===== src/design/hdtfr_pkg.sv =====
// shared types, constants and helpers for the header/trailer frame receiver
// no dependencies; imported by every module of the block
package hdtfr_pkg;

  localparam int unsigned BYTE_W  = 8;
  localparam int unsigned MISS_W  = 16;
  localparam int unsigned IDX_W   = 4;
  localparam int unsigned POS_W   = 5;
  localparam int unsigned LEN_W   = 7;
  localparam int unsigned WORD_W  = 32;
  localparam int unsigned CIDX_W  = 3;

  // longest header and trailer the matcher accepts
  localparam int unsigned HEADER_MAX  = 4;
  localparam int unsigned TRAILER_MAX = 4;

  // configuration register indexes
  localparam logic [CIDX_W-1:0] CFG_HEADER_BYTES   = 3'd0;
  localparam logic [CIDX_W-1:0] CFG_HEADER_LEN     = 3'd1;
  localparam logic [CIDX_W-1:0] CFG_PAYLOAD_LEN    = 3'd2;
  localparam logic [CIDX_W-1:0] CFG_TRAILER_ENABLE = 3'd3;
  localparam logic [CIDX_W-1:0] CFG_TRAILER_BYTES  = 3'd4;
  localparam logic [CIDX_W-1:0] CFG_TRAILER_LEN    = 3'd5;

  // result kinds
  localparam logic KIND_STATUS = 1'b0;
  localparam logic KIND_DATA   = 1'b1;

  // payload store write request from the sync logic
  typedef struct packed {
    logic              en;
    logic [POS_W-1:0]  pos;
    logic [BYTE_W-1:0] data;
  } store_wr_t;

  // event handed from the sync logic to the readout sequencer
  typedef struct packed {
    logic              valid;
    logic              frame;
    logic [POS_W-1:0]  len;
    logic [MISS_W-1:0] count;
  } sync_evt_t;

  // saturate a length to 1 .. lim
  function automatic logic [LEN_W-1:0] clamp_len(logic [LEN_W-1:0] v, logic [LEN_W-1:0] lim);
    logic [LEN_W-1:0] r;
    if (v == '0) begin
      r = 7'd1;
    end else if (v > lim) begin
      r = lim;
    end else begin
      r = v;
    end
    return r;
  endfunction

  // expected byte at a position, zero past the fourth byte
  function automatic logic [BYTE_W-1:0] pick_byte(logic [WORD_W-1:0] word, logic [POS_W-1:0] idx);
    logic [BYTE_W-1:0] r;
    r = '0;
    if (idx[POS_W-1:2] == '0) begin
      case (idx[1:0])
        2'd0:    r = word[7:0];
        2'd1:    r = word[15:8];
        2'd2:    r = word[23:16];
        default: r = word[31:24];
      endcase
    end
    return r;
  endfunction

endpackage


===== src/design/hdtfr_store.sv =====
// payload store: single write port, single read port, registered read data
// uses hdtfr_pkg for the byte width
module hdtfr_store
  import hdtfr_pkg::*;
#(
  parameter int unsigned DEPTH  = 16,
  parameter int unsigned ADDR_W = (DEPTH > 1) ? $clog2(DEPTH) : 1
) (
  input  logic              clk,
  input  logic              wr_en,
  input  logic [ADDR_W-1:0] wr_addr,
  input  logic [BYTE_W-1:0] wr_data,
  input  logic              rd_en,
  input  logic [ADDR_W-1:0] rd_addr,
  output logic [BYTE_W-1:0] rd_data
);

  logic [BYTE_W-1:0] mem [DEPTH];

  // write port
  always_ff @(posedge clk) begin
    if (wr_en) begin
      mem[wr_addr] <= wr_data;
    end
  end

  // read port, data held until the next read
  always_ff @(posedge clk) begin
    if (rd_en) begin
      rd_data <= mem[rd_addr];
    end
  end

endmodule


===== src/design/hdtfr_sync.sv =====
// header/payload/trailer sync logic with configuration registers and miss counter
// uses hdtfr_pkg; drives the payload store write and the readout events
module hdtfr_sync
  import hdtfr_pkg::*;
#(
  parameter int unsigned PAYLOAD_MAX = 16
) (
  input  logic              clk,
  input  logic              rst,
  input  logic              cfg_write,
  input  logic [CIDX_W-1:0] cfg_index,
  input  logic [WORD_W-1:0] cfg_data,
  input  logic              accept,
  input  logic [BYTE_W-1:0] rx_byte,
  input  logic              evt_take,
  output store_wr_t         wr,
  output sync_evt_t         evt
);

  typedef enum logic [1:0] {
    PH_HEADER  = 2'd0,
    PH_PAYLOAD = 2'd1,
    PH_TRAILER = 2'd2
  } phase_t;

  localparam logic [LEN_W-1:0] HL_LIM = LEN_W'(HEADER_MAX);
  localparam logic [LEN_W-1:0] TL_LIM = LEN_W'(TRAILER_MAX);
  localparam logic [LEN_W-1:0] PL_LIM = LEN_W'(PAYLOAD_MAX);

  logic [WORD_W-1:0] header_bytes;
  logic [2:0]        header_len;
  logic [4:0]        payload_len;
  logic              trailer_enable;
  logic [WORD_W-1:0] trailer_bytes;
  logic [2:0]        trailer_len;

  phase_t            phase, phase_next;
  logic [POS_W-1:0]  position, position_next;
  logic [MISS_W-1:0] miss, miss_next;
  sync_evt_t         evt_next;

  logic [LEN_W-1:0]  pos1;
  logic [LEN_W-1:0]  hl_n, tl_n, pl_n;
  logic              do_miss, do_frame;

  // configuration registers
  always_ff @(posedge clk) begin
    if (rst) begin
      header_bytes   <= '0;
      header_len     <= 3'd1;
      payload_len    <= 5'd1;
      trailer_enable <= 1'b0;
      trailer_bytes  <= '0;
      trailer_len    <= 3'd1;
    end else if (cfg_write) begin
      unique case (cfg_index)
        CFG_HEADER_BYTES:   header_bytes   <= cfg_data;
        CFG_HEADER_LEN:     header_len     <= cfg_data[2:0];
        CFG_PAYLOAD_LEN:    payload_len    <= cfg_data[4:0];
        CFG_TRAILER_ENABLE: trailer_enable <= cfg_data[0];
        CFG_TRAILER_BYTES:  trailer_bytes  <= cfg_data;
        CFG_TRAILER_LEN:    trailer_len    <= cfg_data[2:0];
        default: ;
      endcase
    end
  end

  // saturated lengths
  assign hl_n = clamp_len({4'd0, header_len}, HL_LIM);
  assign tl_n = clamp_len({4'd0, trailer_len}, TL_LIM);
  assign pl_n = clamp_len({2'd0, payload_len}, PL_LIM);
  assign pos1 = {2'd0, position} + 7'd1;

  // next state for one received byte
  always_comb begin
    phase_next    = phase;
    position_next = position;
    miss_next     = miss;
    evt_next      = evt;
    wr            = '0;
    do_miss       = 1'b0;
    do_frame      = 1'b0;
    if (evt_take) begin
      evt_next.valid = 1'b0;
    end
    if (accept) begin
      unique case (phase)
        PH_PAYLOAD: begin
          wr.en   = ({2'd0, position} < PL_LIM);
          wr.pos  = position;
          wr.data = rx_byte;
          if (pos1 >= pl_n) begin
            position_next = '0;
            if (trailer_enable) begin
              phase_next = PH_TRAILER;
            end else begin
              do_frame = 1'b1;
            end
          end else begin
            position_next = pos1[POS_W-1:0];
          end
        end
        PH_TRAILER: begin
          if (rx_byte != pick_byte(trailer_bytes, position)) begin
            do_miss = 1'b1;
          end else if (pos1 >= tl_n) begin
            do_frame = 1'b1;
          end else begin
            position_next = pos1[POS_W-1:0];
          end
        end
        default: begin
          phase_next = PH_HEADER;
          if (rx_byte != pick_byte(header_bytes, position)) begin
            do_miss = 1'b1;
          end else if (pos1 >= hl_n) begin
            phase_next    = PH_PAYLOAD;
            position_next = '0;
          end else begin
            position_next = pos1[POS_W-1:0];
          end
        end
      endcase
      // mismatch: restart the hunt and report the counter
      if (do_miss) begin
        phase_next     = PH_HEADER;
        position_next  = '0;
        miss_next      = miss + 16'd1;
        evt_next.valid = 1'b1;
        evt_next.frame = 1'b0;
        evt_next.len   = '0;
        evt_next.count = miss + 16'd1;
      end
      // frame complete: clear the counter and start readout
      if (do_frame) begin
        phase_next     = PH_HEADER;
        position_next  = '0;
        miss_next      = '0;
        evt_next.valid = 1'b1;
        evt_next.frame = 1'b1;
        evt_next.len   = pl_n[POS_W-1:0];
        evt_next.count = '0;
      end
    end
  end

  // state and event register
  always_ff @(posedge clk) begin
    if (rst) begin
      phase    <= PH_HEADER;
      position <= '0;
      miss     <= '0;
      evt      <= '0;
    end else begin
      phase    <= phase_next;
      position <= position_next;
      miss     <= miss_next;
      evt      <= evt_next;
    end
  end

endmodule


===== src/design/hdtfr_seq.sv =====
// readout sequencer: streams stored payload bytes or a status word into the output register
// uses hdtfr_pkg; reads the payload store through its registered read port
module hdtfr_seq
  import hdtfr_pkg::*;
(
  input  logic              clk,
  input  logic              rst,
  input  sync_evt_t         evt,
  output logic              evt_take,
  output logic              busy,
  output logic              rd_en,
  output logic [POS_W-1:0]  rd_pos,
  input  logic [BYTE_W-1:0] rd_data,
  output logic              out_valid,
  input  logic              out_stall,
  output logic              kind,
  output logic [BYTE_W-1:0] payload_byte,
  output logic [IDX_W-1:0]  byte_index,
  output logic              last,
  output logic [MISS_W-1:0] mismatch_count
);

  typedef enum logic {
    S_IDLE = 1'b0,
    S_READ = 1'b1
  } seq_state_t;

  seq_state_t        state, state_next;
  logic [POS_W-1:0]  rd_k, rd_k_next;
  logic [POS_W-1:0]  len, len_next;
  logic              rdata_valid, rdata_valid_next;
  logic [POS_W-1:0]  rdata_k, rdata_k_next;
  logic              rdata_last, rdata_last_next;

  logic              out_valid_next, kind_next, last_next;
  logic [BYTE_W-1:0] payload_byte_next;
  logic [IDX_W-1:0]  byte_index_next;
  logic [MISS_W-1:0] mismatch_count_next;

  logic              out_free, load_data, load_status, issue, issue_last;

  // handshake between read data stage and output register
  assign out_free    = !out_valid || !out_stall;
  assign load_data   = rdata_valid && out_free;
  assign load_status = (state == S_IDLE) && evt.valid && !evt.frame && out_free
                       && !rdata_valid;
  assign issue       = (state == S_READ) && (!rdata_valid || load_data);
  assign issue_last  = ({1'b0, rd_k} + 6'd1) == {1'b0, len};
  assign evt_take    = (state == S_IDLE) && evt.valid && (evt.frame || load_status);
  assign busy        = (state != S_IDLE) || rdata_valid;
  assign rd_en       = issue;
  assign rd_pos      = rd_k;

  // next values
  always_comb begin
    state_next          = state;
    rd_k_next           = rd_k;
    len_next            = len;
    rdata_valid_next    = rdata_valid;
    rdata_k_next        = rdata_k;
    rdata_last_next     = rdata_last;
    out_valid_next      = out_valid;
    kind_next           = kind;
    payload_byte_next   = payload_byte;
    byte_index_next     = byte_index;
    last_next           = last;
    mismatch_count_next = mismatch_count;

    // start of a frame readout
    if ((state == S_IDLE) && evt.valid && evt.frame) begin
      state_next = S_READ;
      rd_k_next  = '0;
      len_next   = evt.len;
    end

    // one store read per cycle while the data stage drains
    if (issue) begin
      rdata_valid_next = 1'b1;
      rdata_k_next     = rd_k;
      rdata_last_next  = issue_last;
      rd_k_next        = rd_k + 5'd1;
      if (issue_last) begin
        state_next = S_IDLE;
      end
    end else if (load_data) begin
      rdata_valid_next = 1'b0;
    end

    // output register
    if (load_data) begin
      out_valid_next      = 1'b1;
      kind_next           = KIND_DATA;
      payload_byte_next   = rd_data;
      byte_index_next     = rdata_k[IDX_W-1:0];
      last_next           = rdata_last;
      mismatch_count_next = '0;
    end else if (load_status) begin
      out_valid_next      = 1'b1;
      kind_next           = KIND_STATUS;
      payload_byte_next   = '0;
      byte_index_next     = '0;
      last_next           = 1'b1;
      mismatch_count_next = evt.count;
    end else if (out_valid && !out_stall) begin
      out_valid_next = 1'b0;
    end
  end

  // state and registered outputs
  always_ff @(posedge clk) begin
    if (rst) begin
      state       <= S_IDLE;
      rd_k        <= '0;
      len         <= '0;
      rdata_valid <= 1'b0;
      out_valid   <= 1'b0;
    end else begin
      state       <= state_next;
      rd_k        <= rd_k_next;
      len         <= len_next;
      rdata_valid <= rdata_valid_next;
      out_valid   <= out_valid_next;
    end
    rdata_k        <= rdata_k_next;
    rdata_last     <= rdata_last_next;
    kind           <= kind_next;
    payload_byte   <= payload_byte_next;
    byte_index     <= byte_index_next;
    last           <= last_next;
    mismatch_count <= mismatch_count_next;
  end

endmodule


===== src/design/header_trailer_frame_receiver_core.sv =====
// Fixed-length frame receiver with header sync and optional trailer check.
// Input channel: one received byte per request (rx_byte, in_valid/in_stall).
// The block hunts for the configured header, stores payload_len bytes, then
// matches the trailer when enabled. A wrong header or trailer byte is dropped,
// bumps the 16-bit miss counter and yields one status result (kind 0).
// A good frame yields its payload bytes in order (kind 1), last on the final one.
// Output channel: kind, payload_byte, byte_index, last, mismatch_count with
// out_valid/out_stall, held in an output register.
// A status result passes through the sync event register and then the output register.
// A frame's bytes pass through the sync event register, the sequencer state, the
// payload store's read port and the output register, one byte per cycle while the
// output is not stalled; in_stall is high during the readout. While the last
// result waits in the output register the next byte is already accepted.
// A stalled receiver holds the output register and the store reads wait.
// Reset: registers return to their reset values, the hunt starts at the first
// header byte and the miss counter clears; store contents are undefined.
// Configuration writes go through cfg_write/cfg_index/cfg_data; the user must
// issue them only while idle, as the block itself does not enforce this.
module header_trailer_frame_receiver_core
  import hdtfr_pkg::*;
#(
  parameter int unsigned PAYLOAD_MAX = 16
) (
  input  logic              clk,
  input  logic              rst,
  input  logic              cfg_write,
  input  logic [CIDX_W-1:0] cfg_index,
  input  logic [WORD_W-1:0] cfg_data,
  input  logic              in_valid,
  output logic              in_stall,
  input  logic [BYTE_W-1:0] rx_byte,
  output logic              out_valid,
  input  logic              out_stall,
  output logic              kind,
  output logic [BYTE_W-1:0] payload_byte,
  output logic [IDX_W-1:0]  byte_index,
  output logic              last,
  output logic [MISS_W-1:0] mismatch_count
);

  localparam int unsigned ADDR_W = (PAYLOAD_MAX > 1) ? $clog2(PAYLOAD_MAX) : 1;

  store_wr_t         wr;
  sync_evt_t         evt;
  logic              evt_take, busy, accept;
  logic              rd_en;
  logic [POS_W-1:0]  rd_pos;
  logic [BYTE_W-1:0] rd_data;
  logic [POS_W:0]    wr_pos_ext, rd_pos_ext;

  // input handshake: hold off while an event or readout is in flight
  assign in_stall = evt.valid || busy;
  assign accept   = in_valid && !in_stall;

  // store addresses from positions
  assign wr_pos_ext = {1'b0, wr.pos};
  assign rd_pos_ext = {1'b0, rd_pos};

  hdtfr_sync #(
    .PAYLOAD_MAX (PAYLOAD_MAX)
  ) u_sync (
    .clk       (clk),
    .rst       (rst),
    .cfg_write (cfg_write),
    .cfg_index (cfg_index),
    .cfg_data  (cfg_data),
    .accept    (accept),
    .rx_byte   (rx_byte),
    .evt_take  (evt_take),
    .wr        (wr),
    .evt       (evt)
  );

  hdtfr_store #(
    .DEPTH  (PAYLOAD_MAX),
    .ADDR_W (ADDR_W)
  ) u_store (
    .clk     (clk),
    .wr_en   (wr.en),
    .wr_addr (wr_pos_ext[ADDR_W-1:0]),
    .wr_data (wr.data),
    .rd_en   (rd_en),
    .rd_addr (rd_pos_ext[ADDR_W-1:0]),
    .rd_data (rd_data)
  );

  hdtfr_seq u_seq (
    .clk            (clk),
    .rst            (rst),
    .evt            (evt),
    .evt_take       (evt_take),
    .busy           (busy),
    .rd_en          (rd_en),
    .rd_pos         (rd_pos),
    .rd_data        (rd_data),
    .out_valid      (out_valid),
    .out_stall      (out_stall),
    .kind           (kind),
    .payload_byte   (payload_byte),
    .byte_index     (byte_index),
    .last           (last),
    .mismatch_count (mismatch_count)
  );

endmodule

===== config.mk =====
export PLATFORM = sky130hd
export DESIGN_NAME = header_trailer_frame_receiver_core
export DESIGN_NICKNAME = d
export VERILOG_FILES = /design/src/design/hdtfr_pkg.sv /design/src/design/hdtfr_store.sv /design/src/design/hdtfr_sync.sv /design/src/design/hdtfr_seq.sv /design/src/design/header_trailer_frame_receiver_core.sv
export SDC_FILE = /design/constraint.sdc
export NUM_CORES = 1
export LEC_CHECK = 0
export BUFFER_PORTS_ARGS = -buffer_cell sky130_fd_sc_hd__buf_2
export CORE_MARGIN = 4
export CORE_UTILIZATION = 45
export CTS_BUF_LIST = sky130_fd_sc_hd__clkbuf_8
export CTS_CLUSTER_DIAMETER = 40
export DETAILED_ROUTE_END_ITERATION = 7
export GPL_TIMING_DRIVEN = 1
export PLACE_DENSITY_LB_ADDON = 0.15
export SETUP_SLACK_MARGIN = 0.05
export SLEW_MARGIN = 20
export SYNTH_ARGS = -nofsm -noshare
export SYNTH_HDL_FRONTEND = slang
export SYNTH_HIERARCHICAL = 1
export SYNTH_SLANG_ARGS = --single-unit

===== constraint.sdc =====
create_clock -name clk -period 4.55 [get_ports clk]
set_input_delay 0.455 -clock clk [delete_from_list [all_inputs] [get_ports clk]]
set_output_delay 0.455 -clock clk [all_outputs]
set_load 0.05 [all_outputs]

## After elaboration in Yosys (flattened, before gate mapping)

Memories as Yosys holds them, arrays and structs flattened. A register that Yosys moved wholly into a read port is not among the register bits.
Cells that the tools add are included.

- $add $sub $neg: 4
- $lt $le $gt $ge: 7
- Equal/unequal tests: 18
- Mux-type cells: 65
- Bitwise operators: 1
- Reductions and logical operators: 41

Operator list:

| cell | number |
|---|---|
| 23-bit 2-to-1 mux | 3 |
| 8-bit 2-to-1 mux | 8 |
| 5-bit 2-to-1 mux | 10 |
| 8-bit one-hot mux with 3 select lines | 2 |
| 16-bit 2-to-1 mux | 2 |
| 14-bit 2-to-1 mux | 2 |
| 1-bit 2-to-1 mux | 22 |
| 7-bit greater-or-equal comparator | 3 |
| 7-bit 2-to-1 mux | 3 |
| 16-bit by 1-bit adder with 16-bit output (second input constant) | 1 |
| 8-bit != test | 2 |
| 2-bit AND reduction | 7 |
| 5-bit by 1-bit adder with 6-bit output (second input constant) | 2 |
| 3-bit logical NOT | 4 |
| 1-bit logical AND | 10 |
| 2-bit 2-to-1 mux | 5 |
| 5-bit one-hot mux with 2 select lines | 1 |
| 4-bit 2-to-1 mux | 2 |
| 4-bit by 1-bit != test with 1-bit output (second input constant) | 2 |
| 4-bit != test (second input constant) | 2 |
| 4-bit AND reduction | 2 |
| 2-bit nonzero test | 4 |
| 3-bit by 2-bit == test with 1-bit output (second input constant) | 2 |
| 3-bit == test (second input constant) | 2 |
| other kinds (20) | 33 |

- Flip-flop bits (word level): 170
- RAM bits: 128
- Input bits: 48
- Memories: 1

Memory list:

| name | words | bits a word | rd ports | clocked after memory_dff | write ports | line | source |
|---|---|---|---|---|---|---|---|
| u_store.mem | 16 | 8 | 1 | 1 | 1 | hdtfr_store.sv:18 | `logic [BYTE_W-1:0] mem [DEPTH];` |

## Depth between registers and ports, before layout

Gate-level depths: netlist (run 1).

- Depth in word-level cells: 12
- Mapped depth: 16
- Depth with buffers taken out: 13

## Cells and area by module

The synthesis (run 1) kept the hierarchy.

Modules (own cells, without submodules):

| module | instances | cells an instance | area each (µm²) | sequential area each (µm²) |
|---|---|---|---|---|
| hdtfr_sync | 1 | 726 | 5863.1 | 2442.3 |
| hdtfr_store | 1 | 229 | 5227.5 | 4083.9 |
| hdtfr_seq | 1 | 188 | 1885.6 | 1141.1 |
| header_trailer_frame_receiver_core | 1 | 2 | 13.8 | 0.0 |

## Worst setup path after synthesis (run 1)

Ideal clock, no wire load.

- Path type: register to register
- Start: reg u_sync.position[0]
- End: reg, netlist name u_sync/evt[15]
- Library setup time: 0.128 ns
- Data arrival time: 3.172 ns
- Path slack: 1.250 ns
- Cell stages (with the launch flop): 16
- Buffers on the path: 4
- Path through: dfxtp_1 > inv_1 > ha_1 > buf_2 > a222oi_1 > a211oi_2 > xor2_1 > or4_4 > nor4_2 > or2_1 > buf_6 > o21ai_1 > buf_2 > buf_2 > a21oi_1 > nor2_1

- Longest elaborated chain between the ends: 11
- Elaborated cells on any way between the ends: 28
- Those cells by class: 1 x add/sub; 2 x order compare; 4 x eq/ne; 18 x mux; 3 x reduce/logical

RTL lines:

| what | line | source |
|---|---|---|
| start: declaration | hdtfr_sync.sv:38 | `logic [POS_W-1:0] position, position_next;` |
| start signal: assignment | hdtfr_sync.sv:156 | `position <= position_next;` |
| parallel branches: the longest is 11 deep, another holds 7-bit greater-or-equal comparator | -- |  |

Parallel ways; which one is timed is not known. The select of a mux whose other input is x is not followed.
A chain may end at the register's enable or synchronous reset.

## Worst setup path in the final report (run 1)

- Start: reg u_sync.position[0]
- End: reg u_sync.miss[7]

- Longest elaborated chain between the ends: 11
- Elaborated cells on any way between the ends: 28
- Those cells by class: 1 x add/sub; 2 x order compare; 4 x eq/ne; 18 x mux; 3 x reduce/logical

RTL lines:

| what | line | source |
|---|---|---|
| parallel branches: the longest is 11 deep, another holds 7-bit greater-or-equal comparator | -- |  |
| end signal: assignment | hdtfr_sync.sv:157 | `miss <= miss_next;` |
| end: declaration | hdtfr_sync.sv:39 | `logic [MISS_W-1:0] miss, miss_next;` |

Parallel ways; which one is timed is not known. The select of a mux whose other input is x is not followed.

==> metrics.txt, run 1 <==
Max-slew headroom between 30% and 40%; Buffers on Ports slightly below 80; clk buf depth 3; Warnings, synthesis 6; Placement Cell Area about 14000 µm²; post-route ant nets 0; grt total ovfl 0; Final setup violation count 0; clock latency on the worst-skew pair about 0.57 ns; Critical Path AT roughly 4.4 ns; Slew @ Worst Pin slightly above 0.9 ns; Syn Inst Count between 1000 and 1500; hold crit path type in2reg; drt initial violations roughly 650; Multi-input gate area slightly below 5000 µm²; drt total wl around 28000 µm; Placer Congestion 0.8177; Die Y between 150 and 200 µm; PD cells 377.0 nW/µm²; post-cts repair resize count 0; Sink Count approximately 300; Die W about 180 µm; initial antenna violation count 0; global-route wire length before repair 45190 µm; status complete, no violations; RSZ-0062 raised after global routing false; CTS H-tree depth 2; skew final approximately 0.022 ns; CTS Buf Count 51; peak supply drop 0.2231 mV; Syn-to-layout area delta 13.32%; critical path capture point type flip-flop; met1 usage in global routing between 20% and 30%; Post-CTS Hold Fix Bufs 0; I/O pins 80; largest net degree at the start of global routing about 80; Core Area 28090 µm²; DIE AREA ~32000 µm²; fraction of layout cells with a size suffix above 1 roughly 17%; Antenna Cells 0; fin. max-slew vios 0; fin crit period ~3.9 ns; FF/Latch Area ~7700 µm²; vias in the first global route between 8000 and 9000; met2 usage between 20 and 30%; gr busiest metal met2; DR WL/cell 17.15 µm; CTS tree yes; # rows 61; Total Routing Usage GR around 18%; FILL cells between 2000 and 3000; Post CTS Setup Buffer Count 0; Finished Cell Area between 10000 and 15000 µm²; fin crit share between 80% and 90%; Max Cap Viol 0; mean area per synthesized cell about 11 µm²; required time of the critical path around 5.0 ns; f_max between 0.2 and 0.3 GHz; CP startpoint kind flip-flop; leak pwr ~5.1 nW; via/cell ratio 5.355; Synthesized Nets approximately 1200; final hold vios 0; worst-path fanout max 16; DP HPWL between 15000 and 20000 µm; Initial Utilization ~46%; nets 1297; Mapped Area ~13000 µm²; met3 usage around 2.9%; post-route setup TNS 0 ns; vias post-DR about 8800; TritonRoute pass-1 iters 6; CTS clk-pin slew, worst paths 0.06 ns; Clk Tree Root Cell clkbuf_8; DR DRC count 0; critical path class reg2reg
-- registers in the layout, summed over array words and instances (netlist names), 5 cells and up --
register              cells
u_sync/miss              16
u_seq/rd_pos              5
u_store/rd_data           8
u_seq/mismatch_count     16
u_seq/len                 5
u_sync/trailer_bytes     32
u_sync/payload_len        5
u_store/mem             128
u_sync/evt               23
u_sync/position           5
u_seq/payload_byte        8
u_sync/header_bytes      32
-- power breakdown --
| group | switching [mW] | internal [mW] | total, mW |
|---|---|---|---|
| registers | 0.0167 | 2.90 | 2.92 |
| logic | 0.158 | 0.0663 | 0.225 |
| clock network | 1.07 | 1.34 | 2.41 |
-- worst max-delay path: stages, from the launching register on --
cell,delay (ns)
dfxtp_1,0.47
inv_1,0.17
ha_1,0.42
a222oi_1,0.44
a211oi_1,0.15
xor2_1,0.17
or4_4,0.55
nor4_2,0.35
or2_1,0.33
o21a_2,0.27
nor2_1,0.14
a221o_1,0.38
-- cell type report --
cell class / instances / share of cell area, %
clock inverters: 36 / 1.633
inverters: 19 / 0.4847
repair buffers: 97 / 3.622
clock buffers: 58 / 5.425
multi-input cells: 755 / 33.49
flip-flops and latches: 306 / 52.13
well taps: 378 / 3.214
-- through the flow --
step | worst slack, ns | hold WS, ns | cells | utilization, % | total power, mW
6_report | 0.6075 | 0.1443 | 1649 | 52.39 | 5.548
3_5_place_dp | 0.6144 | 0.4428 | 1555 | 48.65 | 3.200
4_1_cts | 0.6058 | 0.09511 | 1649 | 52.35 | 5.630
5_1_grt | 0.2939 | 0.1089 | 1649 | 52.39 | 5.791
3_3_place_gp | 0.7914 | 0.4296 | 1555 | 48.65 | 3.199
2_1_floorplan | 1.250 | 0.4321 | 1144 | - | 3.120
-- path summary, 6_finish.rpt --
kind              slack (ns)                    start                      end  cells after the start
setup / recovery        0.61       u_sync/position[0]           u_sync/miss[7]                     11
hold reg to reg         0.45  u_seq/mismatch_count[9]  u_seq/mismatch_count[9]                      2
setup reg to reg        0.61       u_sync/position[0]           u_sync/miss[7]                     11
hold / removal          0.14             cfg_data[13]  u_sync/header_bytes[13]                      3
-- metal layers --
layer  wire length, µm  up-vias  part of all wire, %
met3              1561       49                  5.5
met2             13020      258                   46
met5                 0        -                    0
met4               609        0                  2.2
li1                  -     4341                    -
met1             13090     4182                   46
-- cells in the final DEF (no fill, tap or decap), types with 8 or more instances in the layout --
| master | count |
|---|---|
| nand2_1 | 200 |
| edfxtp_1 | 154 |
| dfxtp_1 | 151 |
| a21oi_1 | 110 |
| buf_2 | 78 |
| nor2_1 | 78 |
| clkbuf_8 | 58 |
| inv_1 | 29 |
| and2_1 | 24 |
| o21ai_0 | 23 |
| nor2b_1 | 23 |
| a22oi_1 | 23 |
| nand3_1 | 20 |
| buf_4 | 19 |
| ha_1 | 19 |
| xor2_1 | 18 |
| nor3_1 | 18 |
| mux4_2 | 18 |
| a211oi_1 | 17 |
| and3_1 | 16 |
| mux2i_1 | 16 |
| a222oi_1 | 16 |
| xnor2_1 | 15 |
| mux4_1 | 14 |
| nand2b_1 | 12 |
| clkinv_1 | 11 |
| clkinv_2 | 8 |
No activity file was read; power rests on OpenSTA's default activity.
==> run 2, diff against run 1 <==
- ABC_AREA: not set -> 1
==> metrics.txt, run 2 <==
status complete, no violations; Buffers on Ports 79; largest net degree at the start of global routing 73; TritonRoute pass-1 iters 5; global-route wire length before repair 54020 µm; Critical Path AT roughly 3.5 ns; CTS Buf Count 55; Core Area 30510 µm²; PD cells between 300 and 400 nW/µm²; hold crit path type in2reg; fin. max-slew vios 0; post-cts repair resize count 0; Warnings, synthesis 6; critical path class reg2reg; critical path capture point type flip-flop; initial antenna violation count 0; Sink Count about 310; Finished Cell Area approximately 16000 µm²; Synthesized Nets around 1800; max reg flops approximately 130; Slew @ Worst Pin 1.035 ns; top flop regs u_store/mem: 128 flops, u_sync/header_bytes: 32 flops, u_sync/trailer_bytes: 32 flops; post-route setup TNS 0 ns; critical path cell sequence ha_1 > buf_4 > nand3_1 > nand2_1 > nand2_1 > ha_1 > nand2_1 > nor3b_1 > nand3_1 > nand3_1 > nand2_1 > nand2_2 > nand2_2 > nand2_4 > nand2_1 > a21oi_1; nets ~1800; FILL cells 3018; R2R depth 16; Multi-input gate area 5039 µm²; FF-to-FF Start u_sync/position[0]; # rows 64; CTS H-tree depth 2; worst-path fanout max 44; CTS clk-pin slew, worst paths 0.06 ns; Die Y 183.8 µm; drt total wl 33550 µm; Critical R2R Capture u_sync/evt[16]; Post-CTS Hold Fix Bufs 0; Max-slew headroom roughly 30%; CP startpoint kind flip-flop; WHS Endpoint u_sync/trailer_bytes[30]; WHS ~0.12 ns; Die W ~180 µm; DR WL/cell 15.15 µm; Final setup violation count 0; via/cell ratio ~5.0; skew final between 0.03 and 0.04 ns; Biggest register u_store/mem; Post CTS Setup Buffer Count 0; clk buf depth 3; CP max-delay cell dfxtp_1; Placement Cell Area roughly 14000 µm²; fin crit period just over 3 ns; Placer Congestion roughly 0.89; drt initial violations 803; DP HPWL between 20000 and 25000 µm; Clk Tree Root Cell clkbuf_8; FF/Latch Area about 7700 µm²; f_max approximately 0.33 GHz; HP Start cfg_data[30]; r2r setup slk between 1.5 and 2 ns; mean area per synthesized cell about 8.2 µm²; DIE AREA 33770 µm²; Max Cap Viol 0; clock latency on the worst-skew pair between 0.5 and 0.6 ns; CTS tree yes; I/O pins 80; leak pwr 6.792 nW; RSZ-0062 raised after global routing false; Antenna Cells 0; Slowest Stage Delay on Critical Path 0.51 ns; highest-count cells in the layout ignoring fill and taps nand2_1, nor2_1, inv_1, nand3_1, edfxtp_1; post-route ant nets 0; DR DRC count 0; Initial Utilization 45.57%; Syn Inst Count between 1500 and 2000; Mapped Area approximately 14000 µm²; required time of the critical path between 5 and 6 ns; Core Util, Final around half; grt total ovfl 0; most common cell after layout, fill and taps aside nand2_1; vias in the first global route around 11000; vias post-DR 11080; Total Routing Usage GR 19.59%; Cells on Worst Hold Path 3; peak supply drop roughly 0.22 mV; fin crit share around two thirds; Top cell by count, worst path nand2_1; final hold vios 0; Syn-to-layout area delta 12.10%; fraction of layout cells with a size suffix above 1 a little under an eighth
-- run 2: worst max-delay path, delay by kind of cell, from the launching register on --
| family | cells | cell delay, ns |
|---|---|---|
| buffers and inverters | 1 | 0.23 |
| AND/OR/NAND/NOR | 12 | 1.49 |
| flip-flops | 1 | 0.51 |
| adder cells (fa/ha/maj) | 2 | 0.57 |
| AO/OA/AOI/OAI | 1 | 0.15 |
-- run 2: how the worst max path moves through the flow --
stage,start,end,depth (start not counted)
2_1_floorplan,u_sync/position[0],u_sync/miss[13],17
5_1_grt,u_sync/position[0],u_sync/position[1],20
4_1_cts,u_sync/position[0],u_sync/evt[1],16
6_report,u_sync/position[0],u_sync/evt[16],16
3_3_place_gp,u_sync/position[0],u_sync/position[1],16
3_5_place_dp,u_sync/position[0],u_sync/position[0],16
-- run 2: area by class of cell --
cell class                      count  share of cell area [%]
Clock buffer                       69                   6.093
Tap cell                          396                   3.179
Sequential cell                   306                   49.20
Multi-Input combinational cell   1118                   32.33
Inverter                          202                   4.897
Timing Repair Buffer               93                   3.211
Clock inverter                     30                   1.092
-- run 2: where the power goes --
group	internal (mW)	total [mW]	switching, mW	leakage, nW
logic	0.142	0.603	0.462	3.37
clock network	1.42	2.54	1.12	0.633
registers	2.98	3.03	0.0490	2.79
-- run 2: metal layers --
metal	track usage (%)	vias up	share of wire, %	routed length [µm]
li1	-	5641	-	-
met1	26.30	5154	47	15750
met2	33.34	235	47	15730
met3	3.126	54	4.4	1489
met4	4.999	0	1.7	584
met5	0	-	0	0
-- run 2: per-stage QoR --
stage / setup slack (ns) / power (mW) / cells
2_1_floorplan: 1.845 / 3.531 / 1703
3_3_place_gp: 1.534 / 3.685 / 2115
3_5_place_dp: 1.502 / 3.692 / 2115
4_1_cts: 1.469 / 6.248 / 2214
5_1_grt: 1.123 / 6.442 / 2214
6_report: 1.514 / 6.174 / 2214
